### src/rtl/mhpq_pkg.sv
// Package for the max-heap priority queue: fixed field widths, opcodes,
// controller states, datapath commands and the datapath status bundle.
// No dependencies.
package mhpq_pkg;

    // Fixed widths of the weight and task id ports
    localparam int WEIGHT_W  = 32;
    localparam int ID_PORT_W = 16;

    // Input opcodes
    localparam logic OP_INSERT = 1'b0;
    localparam logic OP_POP    = 1'b1;

    // Controller states
    typedef enum logic [2:0] {
        ST_IDLE,
        ST_UP_CHECK,
        ST_UP_CMP,
        ST_POP_LOAD,
        ST_DN_CHECK,
        ST_DN_CMP,
        ST_WRITE,
        ST_RESULT
    } ctrl_state_t;

    // One command per cycle from controller to datapath
    typedef enum logic [3:0] {
        CMD_NONE,
        CMD_ACCEPT,
        CMD_POP_LOAD,
        CMD_UP_READ,
        CMD_UP_MOVE,
        CMD_DN_READ,
        CMD_DN_MOVE,
        CMD_WRITE_FINAL,
        CMD_RESULT
    } dp_cmd_t;

    // Status from datapath to controller
    typedef struct packed {
        logic full;        // heap holds HEAP_CAPACITY entries
        logic empty;       // heap holds no entry
        logic at_root;     // hole is at the root
        logic parent_le;   // parent weight <= moving weight: keep rising
        logic leaf;        // hole has no child
        logic child_gt;    // chosen child strictly heavier: keep sinking
        logic out_free;    // result register can take a new beat
    } dp_status_t;

endpackage

### src/rtl/mhpq_ctrl.sv
// Controller of the max-heap priority queue: sequences accept, sift up,
// sift down, final write and result hand-off. Depends on mhpq_pkg.
module mhpq_ctrl
    import mhpq_pkg::*;
(
    input  logic       aclk,
    input  logic       aresetn,
    input  logic       s_valid,
    output logic       s_ready,
    input  logic       s_opcode,
    input  dp_status_t status,
    output dp_cmd_t    cmd
);

    ctrl_state_t state_reg;
    ctrl_state_t state_next;

    // State register
    always_ff @(posedge aclk) begin
        if (!aresetn) begin
            state_reg <= ST_IDLE;
        end else begin
            state_reg <= state_next;
        end
    end

    assign s_ready = (state_reg == ST_IDLE);

    // Next state and command
    always_comb begin
        state_next = state_reg;
        cmd        = CMD_NONE;
        unique case (state_reg)
            ST_IDLE: begin
                if (s_valid) begin
                    cmd = CMD_ACCEPT;
                    priority if (s_opcode == OP_INSERT && !status.full) begin
                        state_next = ST_UP_CHECK;
                    end else if (s_opcode == OP_POP && !status.empty) begin
                        state_next = ST_POP_LOAD;
                    end else begin
                        // dropped insert or pop on empty heap
                        state_next = ST_RESULT;
                    end
                end
            end
            ST_UP_CHECK: begin
                if (status.at_root) begin
                    state_next = ST_WRITE;
                end else begin
                    cmd        = CMD_UP_READ;
                    state_next = ST_UP_CMP;
                end
            end
            ST_UP_CMP: begin
                if (status.parent_le) begin
                    cmd        = CMD_UP_MOVE;
                    state_next = ST_UP_CHECK;
                end else begin
                    state_next = ST_WRITE;
                end
            end
            ST_POP_LOAD: begin
                cmd = CMD_POP_LOAD;
                // heap now empty: nothing left to sink
                state_next = status.empty ? ST_RESULT : ST_DN_CHECK;
            end
            ST_DN_CHECK: begin
                if (status.leaf) begin
                    state_next = ST_WRITE;
                end else begin
                    cmd        = CMD_DN_READ;
                    state_next = ST_DN_CMP;
                end
            end
            ST_DN_CMP: begin
                if (status.child_gt) begin
                    cmd        = CMD_DN_MOVE;
                    state_next = ST_DN_CHECK;
                end else begin
                    state_next = ST_WRITE;
                end
            end
            ST_WRITE: begin
                cmd        = CMD_WRITE_FINAL;
                state_next = ST_RESULT;
            end
            ST_RESULT: begin
                if (status.out_free) begin
                    cmd        = CMD_RESULT;
                    state_next = ST_IDLE;
                end
            end
            default: begin
                state_next = ST_IDLE;
            end
        endcase
    end

endmodule

### config.mk
export PLATFORM = sky130hd
export DESIGN_NAME = mhpq_ctrl
export DESIGN_NICKNAME = d
export VERILOG_FILES = /design/src/rtl/mhpq_pkg.sv /design/src/rtl/mhpq_ctrl.sv
export SDC_FILE = /design/constraint.sdc
export NUM_CORES = 1
export LEC_CHECK = 0
export ABC_AREA = 1
export BUFFER_PORTS_ARGS = -buffer_cell sky130_fd_sc_hd__buf_2
export CAP_MARGIN = 20
export CELL_PAD_IN_SITES_DETAIL_PLACEMENT = 0
export CELL_PAD_IN_SITES_GLOBAL_PLACEMENT = 1
export CORE_MARGIN = 8
export CORE_UTILIZATION = 29
export DETAILED_ROUTE_END_ITERATION = 10
export PLACE_DENSITY = 0.79
export SETUP_SLACK_MARGIN = 0.05
export SLEW_MARGIN = 10
export SYNTH_ARGS = -nofsm -noshare
export SYNTH_HDL_FRONTEND = slang
export SYNTH_SLANG_ARGS = --single-unit
### constraint.sdc
create_clock -name aclk -period 1.36 [get_ports aclk]
set_clock_uncertainty 0.2 [all_clocks]
set_input_delay 0.068 -clock aclk [delete_from_list [all_inputs] [get_ports aclk]]
set_output_delay 0.068 -clock aclk [all_outputs]
set_load 0.005 [all_outputs]
### Yosys cells after proc, flatten, opt, wreduce, memory -nomap -nowiden

Index checks and enable logic that the tools add are counted.

* equality and inequality tests: 9
* muxes and demuxes: 17
* bitwise gates (word level): 1
* reduce and logical (&&, ||, !) cells: 6

Operators with widths (number)
* $pmux 4 s8: 1
* $mux 3: 9
* $pmux 3 s8: 1
* $eq 3x3->1 const B: 4
* $mux 2: 4
* $eq 3x2->1 const B: 2
* $mux 4: 1
* $ne 2x2->1 const B: 2
* $eq 3x1->1 const B: 1
* $logic_not 3->1: 1
* $logic_and 1x1->1: 2
* $logic_not 1->1: 2
* $reduce_and 2->1: 1
* $mux 1: 1
* $not 1->1: 1

* flip-flop bits (word level): 3
* input port bits: 11
* output and inout port bits: 5
* word-level logic and storage cells: 34

### Depth between registers and ports, before layout

Gate-level depths: netlist of the first run.

* depth in word-level cells: 6
* depth in mapped cells: 8
* depth with buffers taken out: 7

### Worst setup path after synthesis of the first run

OpenSTA, ideal clock, no wires.

* kind: reg-to-reg
* start: reg state_reg[2]
* end: reg state_reg[2]
* setup time: 121 ps
* data arrival time: 858 ps
* required time: 1039 ps
* slack: 181 ps
* stages on the path, launching flop included: 9
* path buffers: 1
* clock period less this slack: 1179 ps
* cells stage by stage: dfxtp_1 buf_4 inv_4 nand2_4 inv_2 nand2_1 nand2_1 nor2_1 a21oi_2

* word-level cells in the longest chain between the ends: 3
* elaborated cells between the ends (all ways): 12
* those cells by class: 9 x eq/ne; 1 x mux; 2 x reduce/logical

Ends and longest elaborated chain
* start: declaration: RTL line mhpq_ctrl.sv:15 `ctrl_state_t state_reg;`
* start signal: assignment: RTL line mhpq_ctrl.sv:23 `state_reg <= state_next;`
* $logic_not 3->1 *
* net s_ready: RTL line mhpq_ctrl.sv:9 `output logic s_ready,`
* $ne 2x2->1 (no source line)
* $reduce_and 2->1 (no source line)

The timed path passes the listed nets; every way through them passes the cells marked *.
A chain may end at the register's enable or synchronous reset.

### Final worst setup path of the first run

* start: reg state_reg[0]
* end: out cmd[0]

* word-level cells in the longest chain between the ends: 2
* elaborated cells between the ends (all ways): 9
* those cells by class: 7 x eq/ne; 1 x mux; 1 x reduce/logical

Ends and longest elaborated chain
* $eq 3x3->1, or another cell as far along: RTL line mhpq_ctrl.sv:33 `unique case (state_reg)`
* $pmux 4 s8 *: RTL line mhpq_ctrl.sv:33
* end: declaration: RTL line mhpq_ctrl.sv:12 `output dp_cmd_t cmd`

Every way passes the cells marked *; elsewhere a longest branch is shown, timed or not.

==> results.ini, run 1 <==
[timing]
report.final.slew_viol_count=0
fmax_mhz=698
slew_headroom_pct=88.5
holdWs_ps=65.7
timing.final.crit_period_ps=1430
setup_ws_ps=-72.4
worst_pin_slew_ps=171
rsz0062_at_grt=yes
finalSetupViolCount=5
hold_viol=0
min_period_over_period_pct=105

[finish]
drive_gt1_share_pct=54.8
largest_register_ffs=3
ff_latch_area_um2=68.8
most-common-layout-cells=15 x buf_2, 13 x buf_4, 9 x nand2_1, 8 x nand4_1
multi_input_area_um2=284
layout_commonest_cell=buf_2
nFillCells=133
final_net_count=105
areaGrowthSynthToFinish_pct=71.7
final_util_pct=52.0
antenna_cells=0

[run_status]
run_status=finished with violations
violations=negative setup slack

[yosys]
synth_top_area_share_pct=15.4
synth_edf_count=0
seq_area_frac_synth_pct=15.4
synthFlopType=dfxtp_1
synth.distinct_cells=20
synth_area_leaders=dfxtp_1 15%, nand4_1 13%, nand3_1 10%
syn-num-nets=71
syn_inst=60
ys_warn_count=0
synth_area_per_cell_um2=6.49
syn_area_um2=389
synth_area_leader_cell=dfxtp_1
async_flop_share_pct=0
synth-seq-cells=3

[setup_path]
cp.arrival_ps=1160
critPathMaxStageDelay_ps=330
path_delay_family=flip-flops
r2r_cells=7
cp.depth=7
crit_chain=buf_12 > nor2_8 > nand2_4 > inv_2 > nand2_1 > nand3_1 > buf_2
critPathCapture=cmd[0]
cp_slowest_cell=dfxtp_2
critPathRequiredTime_ps=1090
critPathLaunch=state_reg[0]
r2r-start=state_reg[0]
path_class=reg -> out
crit_path_max_fanout=8
cp_num_buf_inv=3
rrSetupSlack_ps=-10
cp-start-kind=flop
r2r_end=state_reg[2]
worstSetupEndpointType=output port

[power_and_ir_drop]
leakagePower_uw=0.000349
seqPwrFrac_pct=13.8
swShare_pct=45.0
totalPowerFinal_uw=1530
max-vdd-ir-drop_v=0.00109
power_frac_comb_pct=75.9
p_int_uw=841
clkPwrFrac_pct=10.3
p_per_area_nw_per_um2=2290
power_switching_uw=687

[grt]
grt_pass1_wl_mm=2.22
grt-ovfl-total=0
grt_max_degree=9
grt_pass1_vias=522
antenna_found_initial=0
grt_usage_pct=10.6

[die]
row_count=13
die-width_um=52.6
start_util_pct=30.3
ios=16
die_height_um=52.6
core_um2=1280
die_area_um2=2770

[drt]
wl_mm=1.28
vias_per_cell=4.80
drt_iter0_drc=13
firstDrtPassIters=4
postRouteAntennaNets=0
wl_per_cell_um=11.8
drc=0
num_vias=518

[clock_network]
clkLatencyLatePin_ps=230
cts.reportedPaths.clkPinSlew_ps=40
clk_path_buf_depth=2
cts_made_buffers=3
tritoncts=built
cts_root_buf=clkbuf_4
h-tree-depth=1
clock_sinks=3

[placement]
finalWeightedCongestion=0.729
dp.final_hpwl_um=911
numPortBuffers=15
dp_slack_ps=66.5

[run]
drv_cap=0

[min_path]
hold_path_class=in -> reg

what timing repair did:
action                                 in CTS  in global routing
hold buffers                                2                  0
setup endpoints to repair                   5                  8
setup buffers                               9                  1
pin swaps                                   4                  3
endpoints found under the hold margin       3                  0
gates resized for setup                     9                  3
power groups by stage:
stage	registers [uW]	clock network [uW]	logic, uW
after floorplan	144	0	667
after global placement	192	0	868
after detailed placement	190	0	873
after CTS	205	164	1120
after global routing	221	172	1270
final	212	157	1160
metrics by stage:
stage / instances / instance area [um2] / TNS (ps)
finish: 108 / 668 / -217
global route: 108 / 668 / -529
CTS: 107 / 648 / -213
detailed placement: 92 / 503 / 0
global placement: 92 / 503 / 0
floorplan: 60 / 389 / 0
cell families after synthesis:
| kind of cell | after synthesis | synth area share [%] |
|---|---|---|
| AND/OR/NAND/NOR | 37 | 52.1 |
| buffers and inverters | 14 | 19.0 |
| AO/OA/AOI/OAI | 6 | 13.5 |
| flip-flops | 3 | 15.4 |
final cells by class:
cell class	instances	share of cell area, %
clock buffers	4	3.93
inverters	11	6.93
multi-input cells	43	42.5
flip-flops and latches	3	10.3
well taps	15	2.81
repair buffers	32	33.5
cell usage after synthesis (2+ instances only):
| cell | n |
|---|---|
| nand2_1 | 9 |
| nand4_1 | 8 |
| a21oi_2 | 2 |
| nor2_1 | 7 |
| inv_1 | 6 |
| dfxtp_1 | 3 |
| nand3_1 | 8 |
| inv_2 | 3 |
| o21ai_2 | 2 |
| buf_6 | 2 |
per-layer routing:
metal | wire, um | part of all wire, % | vias to the layer above | track usage, %
li1 | - | - | 268 | -
met1 | 560 | 44 | 236 | 12.3
met2 | 638 | 50 | 12 | 16.6
met3 | 63 | 4.9 | 2 | 2.56
met4 | 13 | 1.0 | 0 | 7.76
met5 | 0 | 0 | - | 0
how the worst min path moves through the flow:
stage | start | to | slack, ps | cells past startpoint
2_1_floorplan | aresetn | state_reg[2] | 20 | 2
3_3_place_gp | aresetn | state_reg[2] | 150 | 3
3_5_place_dp | aresetn | state_reg[1] | 150 | 3
4_1_cts | status[3] | state_reg[0] | 70 | 5
5_1_grt | status[6] | state_reg[1] | 110 | 5
6_report | status[2] | state_reg[1] | 70 | 5
worst reg2reg max path, stage by stage (launching register included):
cell     delay [ps]
dfxtp_2         330
buf_12          140
nor2_8          120
nand2_4          60
buf_4           150
o21ai_2         120
inv_1            70
a21oi_2         120
Power figures use the tool's default switching activity.
==> inputs of run 2 (changes only) <==
--- a/config.mk
+++ b/config.mk
@@ -14,6 +14,7 @@
 export CORE_UTILIZATION = 29
 export DETAILED_ROUTE_END_ITERATION = 10
 export PLACE_DENSITY = 0.79
+export REMOVE_ABC_BUFFERS = 1
 export SETUP_SLACK_MARGIN = 0.05
 export SLEW_MARGIN = 10
 export SYNTH_ARGS = -nofsm -noshare
==> results.ini, run 2 (synthesized netlist as in run 1, its figures left out) <==
[placement]
finalWeightedCongestion=0.758  ; +3.9%
numPortBuffers=15  ; unchanged
place_inst=91  ; -1.1%
dp.final_hpwl_um=881  ; -3.3%
dp_slack_ps=87.2  ; +20.8 ps

[timing]
setup_ws_ps=-54.5  ; +18.0 ps
worst_pin_slew_ps=177  ; +6.24 ps
rsz0062_at_grt=yes
min_period_over_period_pct=104  ; -1.3 points
hold_viol=0  ; unchanged
timing.final.crit_period_ps=1410  ; -18.0 ps
fmax_mhz=707  ; +1.3%
slew_headroom_pct=88.1  ; -0.40 points
finalSetupViolCount=4  ; -1
report.final.slew_viol_count=0  ; unchanged

[clock_network]
cts_made_buffers=3  ; unchanged
h-tree-depth=1  ; unchanged
clk_path_buf_depth=2  ; unchanged
clkLatencyLatePin_ps=230  ; about the same
cts_root_buf=clkbuf_4
tritoncts=built
clock_sinks=3  ; unchanged
cts.reportedPaths.clkPinSlew_ps=30  ; about the same

[drt]
wl_per_cell_um=10.9  ; -7.8%
wl_mm=1.13  ; -11%
drc=0  ; unchanged
postRouteAntennaNets=0  ; unchanged
firstDrtPassIters=4  ; unchanged
drt_iter0_drc=15  ; +2
num_vias=486  ; -6.2%
vias_per_cell=4.67  ; -2.6%

[run]
drv_cap=0  ; unchanged

[setup_path]
crit_path_max_fanout=7  ; -1
cp.arrival_ps=1150  ; about the same
path_class=reg -> out
critPathMaxStageDelay_ps=330  ; about the same
cp_num_buf_inv=2  ; -1
critPathRequiredTime_ps=1090  ; about the same
path_delay_family=simple AND/OR/NAND/NOR gates
crit_chain=buf_12 > nand3_2 > or2_1 > nand3_1 > buf_2
worstSetupEndpointType=output port
cp_slowest_cell=dfxtp_2
cp-start-kind=flop

[die]
ios=16  ; unchanged
die-width_um=52.6  ; unchanged
die_height_um=52.6  ; unchanged
start_util_pct=30.3  ; unchanged
die_area_um2=2770  ; unchanged
core_um2=1280  ; unchanged
row_count=13  ; unchanged

[power_and_ir_drop]
p_per_area_nw_per_um2=2280  ; -0.48%
max-vdd-ir-drop_v=0.000855  ; -21%
leakagePower_uw=0.000329  ; -5.8%

[grt]
grt_max_degree=8  ; -1
grt_pass1_wl_mm=1.87  ; -16%
grt_pass1_vias=494  ; -5.4%
antenna_found_initial=0  ; unchanged
grt_usage_pct=8.65  ; -2.0 points
grt-ovfl-total=0  ; unchanged

[finish]
layout_commonest_cell=buf_2
most-common-layout-cells=15 x buf_2, 9 x nand2_1, 8 x nand4_1, 8 x buf_4, 7 x nand3_1
nFillCells=133  ; unchanged
drive_gt1_share_pct=51.7  ; -3.2 points
layout.cells.non_filler=104  ; -3.7%
multi_input_area_um2=270  ; -4.8%
antenna_cells=0  ; unchanged
largest_register_ffs=3  ; unchanged
final_net_count=101  ; -3.8%
ff_latch_area_um2=63.8  ; -7.3%
areaGrowthSynthToFinish_pct=59.5

[run_status]
run_status=finished with violations
violations=negative setup slack

[min_path]
hold_path_class=in -> reg

## run 2: worst min-delay path, delay by kind of cell
family,cells,cell delay (ps)
simple gates,3,200
compound gates,1,100
buf+inv,1,90
## run 2: repair_timing
action / 4_1_cts / 5_1_grt
resized for setup: 5 / 3
hold buffers: 2 / 0
pin swaps: 6 / 4
setup endpoints to repair: 5 / 8
setup buffers: 5 / 2
endpoints found under the hold margin: 3 / 0
## run 2: metrics by stage
stage	power, uW	TNS, ps	instance area [um2]	hold slack (ps)	util [%]
2_1_floorplan	731	0	359	19.5	-
3_3_place_gp	1050	0	495	155	38.6
3_5_place_dp	1050	0	495	153	38.6
4_1_cts	1350	-191	592	61.0	46.1
5_1_grt	1550	-540	621	101	48.3
6_report	1410	-137	621	70.5	48.3
## run 2: metal layers
| layer | track usage, % | routed length, um | vias up |
|---|---|---|---|
| li1 | - | - | 258 |
| met1 | 8.25 | 487 | 220 |
| met2 | 16.8 | 586 | 8 |
| met3 | 1.14 | 58 | 0 |
| met4 | 5.17 | 0 | 0 |
| met5 | 0 | 0 | - |
## run 2: layout make-up
| cell class | count | area share, % |
|---|---|---|
| Tap cell | 15 | 3.02 |
| Sequential cell | 3 | 10.3 |
| Inverter | 11 | 7.06 |
| Clock buffer | 4 | 4.23 |
| Multi-Input combinational cell | 43 | 43.5 |
| Timing Repair Buffer | 28 | 31.9 |
## run 2: power by group
group          switching (uW)  leakage, uW  total [uW]  internal (uW)
logic                     560     0.000288        1080            518
registers                42.8    0.0000258         183            140
clock network            42.2    0.0000150         152            110
total                     645     0.000329        1410            768
## run 2: worst paths after layout
check                    start           end  slack, ps  cells past startpoint
setup / recovery  state_reg[0]        cmd[0]        -50                      5
hold / removal       status[2]  state_reg[1]         70                      5
setup reg to reg  state_reg[0]  state_reg[2]        -10                      7
hold reg to reg   state_reg[1]  state_reg[1]        560                      5
